`src/sv/sta_pkg.sv`:
```
// Shared types, codes and helpers of the sensor threshold alarm table.
package sta_pkg;

	// input item kinds
	localparam logic [1:0] KIND_WRITE  = 2'd0;
	localparam logic [1:0] KIND_CLEAR  = 2'd1;
	localparam logic [1:0] KIND_SAMPLE = 2'd2;

	// comparison codes; the two remaining codes never hold
	localparam logic [2:0] CMP_LT = 3'd0;
	localparam logic [2:0] CMP_LE = 3'd1;
	localparam logic [2:0] CMP_EQ = 3'd2;
	localparam logic [2:0] CMP_GE = 3'd3;
	localparam logic [2:0] CMP_GT = 3'd4;
	localparam logic [2:0] CMP_NE = 3'd5;

	localparam int RULE_SLOTS_DEF = 16;
	localparam int MAX_RESULTS    = 16;
	localparam int FIRE_CNT_W     = $clog2(MAX_RESULTS + 1);
	localparam int QUEUE_DEPTH    = 2;

	typedef enum logic [1:0] {
		OP_WRITE,
		OP_CLEAR,
		OP_SAMPLE
	} op_t;

	// one command between front and back end
	typedef struct packed {
		op_t                op;
		logic [63:0]        key;       // device 63..16, type 15..8, index 7..0
		logic [3:0]         slot;
		logic               enabled;
		logic [2:0]         comparison;
		logic signed [31:0] threshold;
		logic               latched;
		logic signed [31:0] value;
	} cmd_t;

	// rule memory word
	typedef struct packed {
		logic [63:0]        key;
		logic               enabled;
		logic [2:0]         comparison;
		logic signed [31:0] threshold;
	} rule_t;

	typedef struct packed {
		logic [3:0]         slot;
		logic [2:0]         comparison;
		logic signed [31:0] threshold;
		logic               last;
	} result_t;

	function automatic logic cmp_holds(input logic [2:0] code,
			input logic signed [31:0] value, input logic signed [31:0] thr);
		logic r;
		case (code)
			CMP_LT: r = value < thr;
			CMP_LE: r = value <= thr;
			CMP_EQ: r = value == thr;
			CMP_GE: r = value >= thr;
			CMP_GT: r = value > thr;
			CMP_NE: r = value != thr;
			default: r = 1'b0;
		endcase
		return r;
	endfunction

endpackage

```
`src/sv/sta_if.sv`:
```
// Channel interfaces: sample/rule beats in, alarm beats out.
interface sta_in_if;
	logic               valid;
	logic               ready;
	logic [1:0]         kind;
	logic [47:0]        device_num;
	logic [7:0]         sensor_type_code;
	logic [7:0]         sensor_index;
	logic [3:0]         rule_slot;
	logic               rule_enabled;
	logic [2:0]         comparison;
	logic signed [31:0] threshold;
	logic               initial_latched;
	logic signed [31:0] sample_value;

	modport source(output valid, kind, device_num, sensor_type_code, sensor_index, rule_slot,
		rule_enabled, comparison, threshold, initial_latched, sample_value, input ready);
	modport sink(input valid, kind, device_num, sensor_type_code, sensor_index, rule_slot,
		rule_enabled, comparison, threshold, initial_latched, sample_value, output ready);
endinterface

interface sta_out_if;
	logic               valid;
	logic               ready;
	logic [3:0]         fired_slot;
	logic [2:0]         fired_comparison;
	logic signed [31:0] fired_threshold;
	logic               last;

	modport source(output valid, fired_slot, fired_comparison, fired_threshold, last,
		input ready);
	modport sink(input valid, fired_slot, fired_comparison, fired_threshold, last,
		output ready);
endinterface

```
`src/sv/sta_front.sv`:
```
// Front end: takes input beats, decodes the kind, drops no-op items, builds commands.
module sta_front
	import sta_pkg::*;
#(
	parameter int RULE_SLOTS = RULE_SLOTS_DEF
) (
	sta_in_if.sink req,
	input  logic   full,
	output logic   push,
	output cmd_t   cmd
);

	logic keep;
	logic slot_ok;

	assign req.ready = !full;
	assign slot_ok   = 8'(req.rule_slot) < 8'(RULE_SLOTS);

	always_comb begin
		cmd.key        = {req.device_num, req.sensor_type_code, req.sensor_index};
		cmd.slot       = req.rule_slot;
		cmd.enabled    = req.rule_enabled;
		cmd.comparison = req.comparison;
		cmd.threshold  = req.threshold;
		cmd.latched    = req.initial_latched;
		cmd.value      = req.sample_value;
		case (req.kind)
			KIND_WRITE: begin
				cmd.op = OP_WRITE;
				keep   = slot_ok;   // writes past the table are dropped
			end
			KIND_CLEAR: begin
				cmd.op = OP_CLEAR;
				keep   = 1'b1;
			end
			KIND_SAMPLE: begin
				cmd.op = OP_SAMPLE;
				keep   = 1'b1;
			end
			default: begin
				cmd.op = OP_SAMPLE;
				keep   = 1'b0;
			end
		endcase
	end

	assign push = req.valid && !full && keep;

endmodule

```
`src/sv/sta_queue.sv`:
```
// Short command queue between front and back end.
module sta_queue
	import sta_pkg::*;
#(
	parameter int DEPTH = QUEUE_DEPTH
) (
	input  logic clk,
	input  logic arst_n,
	input  logic push,
	input  cmd_t push_cmd,
	output logic full,
	input  logic pop,
	output logic pop_valid,
	output cmd_t pop_cmd
);

	localparam int PW = (DEPTH > 1) ? $clog2(DEPTH) : 1;
	localparam int CW = $clog2(DEPTH + 1);

	cmd_t          slot_q [DEPTH];
	logic [PW-1:0] wr_ptr_q;
	logic [PW-1:0] rd_ptr_q;
	logic [CW-1:0] count_q;

	assign full      = count_q == CW'(DEPTH);
	assign pop_valid = count_q != '0;
	assign pop_cmd   = slot_q[rd_ptr_q];

	always_ff @(posedge clk) begin
		if (push) begin
			slot_q[wr_ptr_q] <= push_cmd;
		end
	end

	always_ff @(posedge clk or negedge arst_n) begin
		if (!arst_n) begin
			wr_ptr_q <= '0;
			rd_ptr_q <= '0;
			count_q  <= '0;
		end else begin
			if (push) begin
				wr_ptr_q <= (wr_ptr_q == PW'(DEPTH - 1)) ? '0 : wr_ptr_q + 1'b1;
			end
			if (pop) begin
				rd_ptr_q <= (rd_ptr_q == PW'(DEPTH - 1)) ? '0 : rd_ptr_q + 1'b1;
			end
			if (push && !pop) begin
				count_q <= count_q + 1'b1;
			end else if (pop && !push) begin
				count_q <= count_q - 1'b1;
			end
		end
	end

endmodule

```
`src/sv/sta_back.sv`:
```
// Back end: rule memory, per-slot valid/latched bits, slot scanner and result staging.
module sta_back
	import sta_pkg::*;
#(
	parameter int RULE_SLOTS = RULE_SLOTS_DEF
) (
	input  logic clk,
	input  logic arst_n,
	input  logic q_valid,
	input  cmd_t q_cmd,
	output logic q_pop,
	sta_out_if.source rsp
);

	localparam int SLOT_W = (RULE_SLOTS > 1) ? $clog2(RULE_SLOTS) : 1;
	localparam int CNT_W  = $clog2(RULE_SLOTS + 1);

	typedef enum logic [1:0] {ST_IDLE, ST_SCAN, ST_FLUSH} state_t;

	state_t                state_q;
	cmd_t                  cmd_q;
	logic [CNT_W-1:0]      rd_cnt_q;
	logic [FIRE_CNT_W-1:0] fire_cnt_q;
	logic                  valid_q   [RULE_SLOTS];
	logic                  latched_q [RULE_SLOTS];
	logic                  v_s1;
	logic [SLOT_W-1:0]     idx_s1;
	rule_t                 rule_s1;
	logic                  pend_v_q;
	result_t               pend_q;
	logic                  out_v_q;
	result_t               out_q;

	rule_t                 rule_mem [RULE_SLOTS];

	logic              issue, rd_en, wr_en, adv, out_free, stall, last_eval, out_load;
	logic              vld, lat, key_hit, hit, want_fire, dev_hit;
	logic [SLOT_W-1:0] wr_addr;
	rule_t             wr_rule;
	result_t           new_res;

	// memory ports
	assign wr_en   = state_q == ST_IDLE && q_valid && q_cmd.op == OP_WRITE;
	assign wr_addr = SLOT_W'(q_cmd.slot);
	assign wr_rule = '{key: q_cmd.key, enabled: q_cmd.enabled,
		comparison: q_cmd.comparison, threshold: q_cmd.threshold};

	always_ff @(posedge clk) begin
		if (wr_en) begin
			rule_mem[wr_addr] <= wr_rule;
		end
		if (rd_en) begin
			rule_s1 <= rule_mem[rd_cnt_q[SLOT_W-1:0]];
		end
	end

	// evaluation of the slot held in stage 1
	assign vld       = valid_q[idx_s1];
	assign lat       = latched_q[idx_s1];
	assign key_hit   = vld && rule_s1.enabled && rule_s1.key == cmd_q.key;
	assign dev_hit   = vld && rule_s1.key[63:16] == cmd_q.key[63:16];
	assign hit       = cmp_holds(rule_s1.comparison, cmd_q.value, rule_s1.threshold);
	assign want_fire = v_s1 && cmd_q.op == OP_SAMPLE && key_hit && hit && !lat
		&& fire_cnt_q < FIRE_CNT_W'(MAX_RESULTS);

	assign out_free  = !out_v_q || rsp.ready;
	assign stall     = want_fire && pend_v_q && !out_free;
	assign adv       = !stall;
	assign issue     = rd_cnt_q < CNT_W'(RULE_SLOTS);
	assign rd_en     = state_q == ST_SCAN && adv && issue;
	assign last_eval = v_s1 && idx_s1 == SLOT_W'(RULE_SLOTS - 1);
	assign q_pop     = state_q == ST_IDLE && q_valid;

	// the held result moves out once a later one fires (not the last) or at the flush
	assign out_load  = pend_v_q && out_free
		&& ((state_q == ST_SCAN && want_fire) || state_q == ST_FLUSH);

	assign new_res = '{slot: 4'(8'(idx_s1)), comparison: rule_s1.comparison,
		threshold: rule_s1.threshold, last: 1'b0};

	always_ff @(posedge clk or negedge arst_n) begin
		if (!arst_n) begin
			state_q    <= ST_IDLE;
			rd_cnt_q   <= '0;
			fire_cnt_q <= '0;
			v_s1       <= 1'b0;
			idx_s1     <= '0;
			pend_v_q   <= 1'b0;
			out_v_q    <= 1'b0;
			for (int i = 0; i < RULE_SLOTS; i++) begin
				valid_q[i]   <= 1'b0;
				latched_q[i] <= 1'b0;
			end
		end else begin
			if (out_load) begin
				out_q   <= '{slot: pend_q.slot, comparison: pend_q.comparison,
					threshold: pend_q.threshold, last: state_q == ST_FLUSH};
				out_v_q <= 1'b1;
			end else if (rsp.ready) begin
				out_v_q <= 1'b0;
			end
			case (state_q)
				ST_IDLE: begin
					if (q_valid) begin
						cmd_q <= q_cmd;
						if (q_cmd.op == OP_WRITE) begin
							valid_q[wr_addr]   <= 1'b1;
							latched_q[wr_addr] <= q_cmd.latched;
						end else begin
							state_q    <= ST_SCAN;
							rd_cnt_q   <= '0;
							fire_cnt_q <= '0;
							v_s1       <= 1'b0;
						end
					end
				end
				ST_SCAN: begin
					if (adv) begin
						v_s1 <= issue;
						if (issue) begin
							idx_s1   <= rd_cnt_q[SLOT_W-1:0];
							rd_cnt_q <= rd_cnt_q + 1'b1;
						end
						if (v_s1 && cmd_q.op == OP_CLEAR && dev_hit) begin
							valid_q[idx_s1]   <= 1'b0;
							latched_q[idx_s1] <= 1'b0;
						end
						if (v_s1 && cmd_q.op == OP_SAMPLE && key_hit && !hit) begin
							latched_q[idx_s1] <= 1'b0;
						end
						if (want_fire) begin
							latched_q[idx_s1] <= 1'b1;
							fire_cnt_q        <= fire_cnt_q + 1'b1;
							pend_q            <= new_res;
							pend_v_q          <= 1'b1;
						end
						if (last_eval) begin
							state_q <= ST_FLUSH;
						end
					end
				end
				ST_FLUSH: begin
					if (!pend_v_q) begin
						state_q <= ST_IDLE;
					end else if (out_free) begin
						pend_v_q <= 1'b0;
						state_q  <= ST_IDLE;
					end
				end
				default: begin
					state_q <= ST_IDLE;
				end
			endcase
		end
	end

	assign rsp.valid            = out_v_q;
	assign rsp.fired_slot       = out_q.slot;
	assign rsp.fired_comparison = out_q.comparison;
	assign rsp.fired_threshold  = out_q.threshold;
	assign rsp.last             = out_q.last;

endmodule

```
`src/sv/sensor_threshold_alarm_table_top.sv`:
```
// Top level of the sensor threshold alarm table: front end, command queue, back end.
// Path: a beat is registered in the command queue and then popped by the back end; a
//   rule write lands in rule memory on its pop, the last alarm of a sample at the flush.
// Occupancy: a clear or sample holds the back end for the pop, one slot read per cycle
//   while alarms do not back up, the last evaluate and the flush; a write, its pop only.
// Reset: arst_n clears valid/latched bits, queue and output register at once; no pass.
module sensor_threshold_alarm_table_top
	import sta_pkg::*;
#(
	parameter int RULE_SLOTS = RULE_SLOTS_DEF   // 1 to 64
) (
	input  logic      clk,
	input  logic      arst_n,
	sta_in_if.sink    req,
	sta_out_if.source rsp
);

	// front to queue
	logic push;
	logic full;
	cmd_t push_cmd;

	// queue to back end
	logic pop;
	logic pop_valid;
	cmd_t pop_cmd;

	// Front decodes the beat; kind 3 and writes past the table are taken and dropped.
	sta_front #(
		.RULE_SLOTS(RULE_SLOTS)
	) u_front (
		.req  (req),
		.full (full),
		.push (push),
		.cmd  (push_cmd)
	);

	// Two commands of slack so the input side keeps taking beats during a scan.
	sta_queue #(
		.DEPTH(QUEUE_DEPTH)
	) u_queue (
		.clk       (clk),
		.arst_n    (arst_n),
		.push      (push),
		.push_cmd  (push_cmd),
		.full      (full),
		.pop       (pop),
		.pop_valid (pop_valid),
		.pop_cmd   (pop_cmd)
	);

	// Back end scans slots in ascending order; one result is held back so the
	// final one of a sample can carry last.
	sta_back #(
		.RULE_SLOTS(RULE_SLOTS)
	) u_back (
		.clk     (clk),
		.arst_n  (arst_n),
		.q_valid (pop_valid),
		.q_cmd   (pop_cmd),
		.q_pop   (pop),
		.rsp     (rsp)
	);

endmodule

```
`src/flat_wrapper.sv`:
```
// flat-port wrapper written by rule: the top's interface ports become plain ports
module sensor_threshold_alarm_table_top_flat import sta_pkg::*;
#(
	parameter int RULE_SLOTS = RULE_SLOTS_DEF             
)
  (clk, arst_n, req_valid, req_kind, req_device_num, req_sensor_type_code, req_sensor_index, req_rule_slot, req_rule_enabled, req_comparison, req_threshold, req_initial_latched, req_sample_value, req_ready, rsp_valid, rsp_fired_slot, rsp_fired_comparison, rsp_fired_threshold, rsp_last, rsp_ready);
  sta_in_if req_i ();
  sta_out_if rsp_i ();
  input  logic clk;
  input  logic arst_n;
  input wire logic [$bits(req_i.valid)-1:0] req_valid;
  input wire logic [$bits(req_i.kind)-1:0] req_kind;
  input wire logic [$bits(req_i.device_num)-1:0] req_device_num;
  input wire logic [$bits(req_i.sensor_type_code)-1:0] req_sensor_type_code;
  input wire logic [$bits(req_i.sensor_index)-1:0] req_sensor_index;
  input wire logic [$bits(req_i.rule_slot)-1:0] req_rule_slot;
  input wire logic [$bits(req_i.rule_enabled)-1:0] req_rule_enabled;
  input wire logic [$bits(req_i.comparison)-1:0] req_comparison;
  input wire logic [$bits(req_i.threshold)-1:0] req_threshold;
  input wire logic [$bits(req_i.initial_latched)-1:0] req_initial_latched;
  input wire logic [$bits(req_i.sample_value)-1:0] req_sample_value;
  output wire logic [$bits(req_i.ready)-1:0] req_ready;
  output wire logic [$bits(rsp_i.valid)-1:0] rsp_valid;
  output wire logic [$bits(rsp_i.fired_slot)-1:0] rsp_fired_slot;
  output wire logic [$bits(rsp_i.fired_comparison)-1:0] rsp_fired_comparison;
  output wire logic [$bits(rsp_i.fired_threshold)-1:0] rsp_fired_threshold;
  output wire logic [$bits(rsp_i.last)-1:0] rsp_last;
  input wire logic [$bits(rsp_i.ready)-1:0] rsp_ready;
  assign req_i.valid = req_valid;
  assign req_i.kind = req_kind;
  assign req_i.device_num = req_device_num;
  assign req_i.sensor_type_code = req_sensor_type_code;
  assign req_i.sensor_index = req_sensor_index;
  assign req_i.rule_slot = req_rule_slot;
  assign req_i.rule_enabled = req_rule_enabled;
  assign req_i.comparison = req_comparison;
  assign req_i.threshold = req_threshold;
  assign req_i.initial_latched = req_initial_latched;
  assign req_i.sample_value = req_sample_value;
  assign req_ready = req_i.ready;
  assign rsp_valid = rsp_i.valid;
  assign rsp_fired_slot = rsp_i.fired_slot;
  assign rsp_fired_comparison = rsp_i.fired_comparison;
  assign rsp_fired_threshold = rsp_i.fired_threshold;
  assign rsp_last = rsp_i.last;
  assign rsp_i.ready = rsp_ready;
  sensor_threshold_alarm_table_top #(.RULE_SLOTS(RULE_SLOTS)) u_core (.clk(clk), .arst_n(arst_n), .req(req_i), .rsp(rsp_i));
endmodule
```
`config.mk`:
```
export PLATFORM = sky130hd
export DESIGN_NAME = sensor_threshold_alarm_table_top_flat
export DESIGN_NICKNAME = d
export VERILOG_FILES = /design/src/sv/sta_pkg.sv /design/src/sv/sta_if.sv /design/src/sv/sta_front.sv /design/src/sv/sta_queue.sv /design/src/sv/sta_back.sv /design/src/sv/sensor_threshold_alarm_table_top.sv /design/src/flat_wrapper.sv
export SDC_FILE = /design/constraint.sdc
export NUM_CORES = 2
export LEC_CHECK = 0
export BUFFER_PORTS_ARGS = -buffer_cell sky130_fd_sc_hd__buf_2
export CAP_MARGIN = 20
export CORE_MARGIN = 3
export CORE_UTILIZATION = 40
export CTS_BUF_LIST = sky130_fd_sc_hd__clkbuf_8 sky130_fd_sc_hd__clkbuf_16
export CTS_CLUSTER_DIAMETER = 200
export DETAILED_ROUTE_END_ITERATION = 8
export MAX_ROUTING_LAYER = met4
export PLACE_DENSITY_LB_ADDON = 0.1
export SYNTH_ARGS = -nofsm -noshare
export SYNTH_HDL_FRONTEND = slang
export SYNTH_HIERARCHICAL = 1
export SYNTH_SLANG_ARGS = --single-unit
```
`constraint.sdc`:
```
create_clock -name clk -period 26.3 [get_ports clk]
set_input_delay 2.63 -clock clk [delete_from_list [all_inputs] [get_ports clk]]
set_output_delay 2.63 -clock clk [all_outputs]
set_load 0.05 [all_outputs]
```
# ---- Yosys cells after proc, flatten, opt, wreduce, memory -nomap -nowiden
# Memory sizes are Yosys's and may differ from the RTL's. A register that Yosys moved wholly into a read port is not among the register bits.
# Index checks and enable logic that the tools add are counted.
dict set report totals {
  inputBits 143
  wordCells 227
  ff_bits 232
  mem_count 2
  output_inout_bits 42
  ramBits 1878
}
# name depth word_bits rd rd_ports_with_merged_regs write_ports line
set memory_table {}
lappend memory_table {u_core.u_back.rule_mem 16 100 1 1 1 sta_back.sv:34} ;# rule_t rule_mem [RULE_SLOTS];
lappend memory_table {u_core.u_queue.slot_q 2 139 1 0 1 sta_queue.sv:20} ;# cmd_t slot_q [DEPTH];
dict set report op_classes {
  n_mux 64
  eq_ne 26
  reduce_logical 58
  n_bitwise 9
  magnitude_cmp 10
  add_sub_neg 6
}
# op count
set ops {}
lappend ops {{16-bit two-way mux} 14}
lappend ops {{64-bit == test} 1}
lappend ops {{16-bit one-hot mux with 2 select lines} 2}
lappend ops {{16-bit bitwise AND} 3}
lappend ops {{48-bit == test} 1}
lappend ops {{32-bit == test} 1}
lappend ops {{32-bit greater-or-equal comparator} 1}
lappend ops {{32-bit greater-than comparator} 1}
lappend ops {{32-bit <= comparator} 1}
lappend ops {{32-bit less-than comparator} 1}
lappend ops {{32-bit inequality test} 1}
lappend ops {{16-bit OR} 2}
lappend ops {{5-bit two-way mux} 6}
lappend ops {{1-bit logical AND} 27}
lappend ops {{1-bit two-way mux} 22}
lappend ops {{5-bit one-hot mux with 2 select lines} 2}
lappend ops {{5-bit AND reduction} 4}
lappend ops {{16-bit bitwise mux} 1}
lappend ops {{2-bit two-way mux} 8}
lappend ops {{16-bit NOT} 1}
lappend ops {{2-bit inequality test (second input constant)} 6}
lappend ops {{4-bit AND reduction} 3}
lappend ops {{5-bit by 1-bit adder with 5-bit output (second input constant)} 2}
lappend ops {{5-bit greater-or-equal comparator (second input constant)} 2}
lappend ops {{29 further kinds} 60}

# ---- Logic depth before layout (Yosys ltp)
dict set report logic_depth {
  depth_word 22
  mapped_depth 12
}

# ---- Modules after synthesis
# Netlist, hierarchy kept.
# mod cells_each seq_area_each_um2 n_inst area_per_inst_um2
set by_module_without_submodules {}
lappend by_module_without_submodules {sta_back 3120 57640.3 1 73249.0}
lappend by_module_without_submodules {sta_queue 449 8448.1 1 10636.5}
lappend by_module_without_submodules {sta_front 142 0.0 1 1054.8}

# ---- Worst setup path before layout
# OpenSTA, ideal clock, no wires.
dict set report synth_path {
  path_type {input to register}
  start {in req_kind[1]}
  end {mem u_core/u_queue/slot_q[0][0] (netlist bit) (enable)}
  setup_time_ns 0.656
  cell_stages 3
  t_arrival_ns 9.004
  t_required_ns 25.644
  setup_slack_ns 16.641
  cell_sequence {nand2_1 -> and3_1 -> nor2b_1}
}
dict set report synth_between {
  elab_chain_cells 6
  elab_cells_between_ends 8
  classes_between {eq/ne (2); mux (3); reduce/logical (3)}
}
# element line
set synth_lines {}
lappend synth_lines {{start, declared} flat_wrapper.sv:12} ;# input wire logic [$bits(req_i.kind)-1:0] req_kind;
lappend synth_lines {{2-bit == test, or another cell as far along} sta_front.sv:27} ;# case (req.kind)
lappend synth_lines {{3-bit OR reduction (no line) (*)} n/a}
lappend synth_lines {{1-bit two-way mux (*)} sta_front.sv:27}
lappend synth_lines {{1-bit logical AND (*)} sta_front.sv:47} ;# assign push = req.valid && !full && keep;
lappend synth_lines {{net u_core.push} sensor_threshold_alarm_table_top.sv:19} ;# logic push;
lappend synth_lines {{1-bit two-way mux (*)} sta_queue.sv:30} ;# if (push) begin
lappend synth_lines {{1-bit two-way mux (not written as such) (*)} sta_queue.sv:31} ;# slot_q[wr_ptr_q] <= push_cmd;
lappend synth_lines {{end, declared} sta_queue.sv:20}
# The timed path passes the listed nets; every way through them passes the cells marked *.

# ---- Worst setup path in the final report
dict set report layout_path {
  start {reg u_core.u_back.idx_s1[0]}
  end {reg u_core.u_back.out_q, in the netlist u_core/u_back/rsp.fired_threshold[16] (enable)}
}
dict set report layout_between {
  elab_chain_cells 14
  elab_cells_between_ends 18
  classes_between {mux (6); bitwise (1); reduce/logical (11)}
}
# element line
set layout_lines {}
lappend layout_lines {{start, declared} sta_back.sv:27} ;# logic [SLOT_W-1:0] idx_s1;
lappend layout_lines {{start signal, assigned} sta_back.sv:121} ;# idx_s1 <= rd_cnt_q[SLOT_W-1:0];
lappend layout_lines {{4-bit NOT with 5-bit output (not written as such) (*)} {sta_back.sv:58, sta_back.sv:59}}
lappend layout_lines {{1-bit binary-select mux with 4-bit select} sta_back.sv:58} ;# assign vld = valid_q[idx_s1];
lappend layout_lines {{1-bit two-way mux (not written as such) (2 in a row)} sta_back.sv:58}
lappend layout_lines {{1-bit logical AND (2 in a row)} sta_back.sv:60} ;# assign key_hit = vld && rule_s1.enabled && rule_s1.key == cmd_q.key;
lappend layout_lines {{1-bit logical AND (2 in a row)} sta_back.sv:63} ;# assign want_fire = v_s1 && cmd_q.op == OP_SAMPLE && key_hit && hit && !lat
lappend layout_lines {{1-bit logical AND (*)} sta_back.sv:63}
lappend layout_lines {{1-bit logical AND (*)} sta_back.sv:64} ;# && fire_cnt_q < FIRE_CNT_W'(MAX_RESULTS);
lappend layout_lines {{1-bit logical AND (*)} sta_back.sv:76} ;# && ((state_q == ST_SCAN && want_fire) || state_q == ST_FLUSH);
lappend layout_lines {{1-bit logical OR (*)} sta_back.sv:76}
lappend layout_lines {{1-bit logical AND (*)} sta_back.sv:76}
lappend layout_lines {{2-bit AND reduction (no line) (*)} n/a}
lappend layout_lines {{end signal, assigned} sta_back.sv:96} ;# out_q <= '{slot: pend_q.slot, comparison: pend_q.comparison,
lappend layout_lines {{end, declared} sta_back.sv:32} ;# result_t out_q;
# Mark *: on every way between the ends. The rest lies on a longest branch, timed or not. The select of a mux whose other input is x is not followed.
# A chain may end at the register's enable or synchronous reset.

==> results.md <==
- Final min period: 5.27 ns
- Hold Fails Final Rpt: 0
- Reg-to-Reg End: u_core/u_back/rsp.fired_threshold[16]
- R2r worst-path depth: 10
- Critical Path Fanout Max: 35
- Data required time of the worst path: 26.77 ns
- Share of layout cells above drive strength 1: 31.1%
- GRT overflow: 0
- CP startpoint kind: register
- GR Util met1: 27.3%
- Synthesis Warnings: 6
- DR pass1 iterations: 7
- Leak: 30.7 nW
- Critical-path top delay cell: o21ai_0
- Relative slew margins: 19.2%
- Gate Count Post-Synth: 3711
- Detailed-route wire length per cell: 29.8 um
- Core Box Area: 210000 sq um
- Count of cell types in the netlist: 77
- Hold Path Cell Cnt: 0
- Number of synthesized flops with an enable pin: 2155
- WL final: 207 mm
- Clock Tree Buf Depth: 3
- Setup Crit Path Kind: reg -> reg
- Hold_ws: 0.419 ns
- Hold path startpoint: u_core/u_back/pend_q[28]
- Power share of the clock group: 41.2%
- Overall routing resource usage: 19.8%
- Initial Util: 40.4%
- Hold EP: u_core/u_back/rsp.fired_threshold[27]
- Crit-path cells: mux4_2 -> mux2i_1 -> o21ai_0 -> nand4_1 -> nor4b_2 -> mux2i_2 -> nor2_1 -> o21ai_0 -> nor2_4 -> buf_4
- Commonest non-fill, non-tap cell in the layout: edfxtp_1
- P_sw: 1.55 mW
- Clk sinks: 2210
- Peak VDD IR: 0.0000537 V
- Buffers on Ports: 184
- Fin nets: 4104
- Critical Path End Type: register
- Gpl congestion: 0.838
- CP most frequent cell: o21ai_0
- DIE AREA: 218000 sq um
- Setup_tns: 0 ns
- Met2 Use GR: 30.7%
- Placement-stage cell area: 88500 sq um
- Hold WC Path Type: reg -> reg
- Syn nets: 3889
- Post-synth top area share: 76.2%
- RSZ-0062 raised after global routing: false
- Die Wd: 467 um
- DR DRC count: 0
- Final Cycle Share: 20.0%
- Iteration-0 DRC Markers: 3544
- Total setup buffers inserted after CTS: 0
- I/O pin cnt: 185
- Vias in the first global route: 39816
- GRT Max-Usage Layer: met2
- Top post-synthesis cells by area: edfxtp_1 76%, mux4_2 13%, mux2_4 1.8%
- Worst-Skew Late Latency: 0.86 ns
- Final setup fails: 0
- MaxCap Viol Count: 0
- CTS buffer count: 229
- Initial antenna violation count: 10
- FMAX: 190 MHz
- CTS clk-pin slew, worst paths: 0.06 ns
- Hpwl dp: 109 mm
- Largest net degree at the start of global routing: 113
- Worst-Margin Slew: 1.20 ns
- Clock root cell: clkbuf_16
- Reg-to-reg setup timing slack: 21.03 ns
- Sequential share of power: 55.4%
- Seq/Total Area, Yosys: 77.8%
- FFs w/ async S/R, synth: 2.49%
- Post-route ant nets: 0
- Post-cts sizing count: 0
- Internal Pwr Total: 5.75 mW
- Most frequent cells in the layout: 2155 x edfxtp_1, 508 x mux4_2, 230 x clkbuf_16, 184 x buf_2, 104 x inv_1
- Combinational share of power: 3.4%
- Main synth FF type: edfxtp_1
- Final core utilization: 45.4%
- Mapped cell area: 84900 sq um
- Hold_buf cts: 0
- P per Cell Area: 76.4 nW/um^2
- Via density: 5.49
- Met3 GRT Util: 3.38%
- Placed Instances: 6499
- Post-Syn Area per Cell: 22.9 sq um
- Max-slew violation count: 0
- Final instance area: 95600 sq um
- Area grow syn2layout: 12.5%
- Sw Share: 21.2%
- Yosys top cell by area: edfxtp_1
- Final Non-Filler Cells: 6944
- CTS H-tree depth: 4
- Count of state elements after synthesis: 2210
- Slowest Stage Delay on Critical Path: 0.94 ns
- CTS tree: built
- Die H: 467 um
- Status: complete, no violations
- First-pass GRT wire length: 298 mm
- Routed vias: 38102
- WP data arrival: 5.74 ns
- RR Startpoint: u_core/u_back/idx_s1[0]
- Worst Clk Skew: 0.0255 ns
- Num rows: 168
==> state kept, by name (all words and copies together), names as in the netlist, 2 cells and up, named ones only <==
signal / flops
u_core/u_back/cmd_q: 98
u_core/u_back/fire_cnt_q: 5
u_core/u_back/idx_s1: 4
u_core/u_back/new_res: 35
u_core/u_back/pend_q: 39
u_core/u_back/rd_cnt_q: 5
u_core/u_back/rsp.fired_comparison: 3
u_core/u_back/rsp.fired_slot: 4
u_core/u_back/rsp.fired_threshold: 32
u_core/u_back/rule_mem: 1600
u_core/u_back/rule_s1: 65
u_core/u_back/state_q: 2
u_core/u_back/valid_q: 16
u_core/u_queue/count_q: 2
u_core/u_queue/slot_q: 278
==> cell families (layout without fill, tap and decap cells) <==
group	Yosys count	count (layout)	synth area share (%)
buffers and inverters	331	750	2.21
flip-flops	2210	2210	77.8
AND/OR/NAND/NOR	264	264	1.65
other	0	9	0
adder cells (fa/ha/maj)	35	35	0.516
XOR/XNOR	71	71	0.732
AO/OA/AOI/OAI	138	138	1.14
multiplexers	662	662	15.9
==> synth_stat cells, types with 5 or more instances <==
cell type	n
buf_4	140
xor2_1	11
o21ai_0	19
buf_1	31
or2_2	5
nand3_1	14
buf_6	12
xnor2_1	60
clkbuf_1	97
a21oi_1	33
nor4_1	13
buf_2	7
a22oi_1	6
nand2b_1	14
and3_1	8
inv_1	43
nand2_1	47
nor3_1	20
a21o_1	8
dfrtp_1	55
o22a_1	10
nand4_1	39
mux2_2	45
mux2_4	100
nor2_1	63
nor2b_1	12
o32ai_1	5
mux2i_1	8
mux4_2	508
edfxtp_1	2155
a221oi_1	9
a31oi_1	10
ha_1	35
==> critical path, delay by kind of cell (launching register included) <==
kind | cells | cell delay, ns
buf+inv | 1 | 0.60
simple gates | 4 | 1.45
compound gates | 2 | 1.14
flops | 1 | 0.84
mux | 3 | 0.78
==> stage by stage <==
stage          setup slack (ns)  power (mW)
2_1_floorplan             16.64        4.28
3_5_place_dp              20.56        4.38
4_1_cts                   21.16        7.40
5_1_grt                   20.90        7.58
6_report                  21.03        7.30
3_3_place_gp              20.57        4.37
==> how the worst max path moves through the flow <==
| stage | from | to | slack [ns] | cells after the start |
|---|---|---|---|---|
| finish | u_core/u_back/idx_s1[0] | u_core/u_back/rsp.fired_threshold[16] | 21.03 | 10 |
| global placement | req_kind[1] | u_core/u_queue/slot_q[0][16] | 20.57 | 6 |
| detailed placement | req_kind[1] | u_core/u_queue/slot_q[0][51] | 20.56 | 6 |
| CTS | u_core/u_back/idx_s1[0] | u_core/u_back/rsp.fired_threshold[16] | 21.16 | 10 |
| floorplan | req_kind[1] | u_core/u_queue/slot_q[0][0] | 16.64 | 3 |
| global route | u_core/u_back/idx_s1[0] | u_core/u_back/rsp.fired_threshold[16] | 20.90 | 10 |
==> final cells by class <==
| cell class | instances | area [sq um] |
|---|---|---|
| Fill cell | 17606 | 115000 |
| Sequential cell | 2210 | 66100 |
| Multi-Input combinational cell | 1170 | 17100 |
| Clock buffer | 234 | 5810 |
| Tap cell | 2805 | 3510 |
| Timing Repair Buffer | 272 | 1640 |
| Clock inverter | 201 | 1210 |
| Inverter | 43 | 161 |
| Antenna cell | 9 | 22.5 |
==> power groups by stage <==
stage	sequential [mW]	clock [mW]	combinational [mW]
after detailed placement	4.12	0	0.257
after floorplan	4.13	0	0.149
after CTS	4.04	3.10	0.258
final	4.04	3.01	0.247
after global placement	4.12	0	0.252
after global routing	4.05	3.25	0.276
==> layer usage <==
layer  vias to the layer above  share of wire, %
met5                         -                 0
met4                         0               2.3
met3                       285               5.2
met2                      1079                48
met1                     20833                44
li1                      15905                 -
Power figures use the tool's default switching activity.
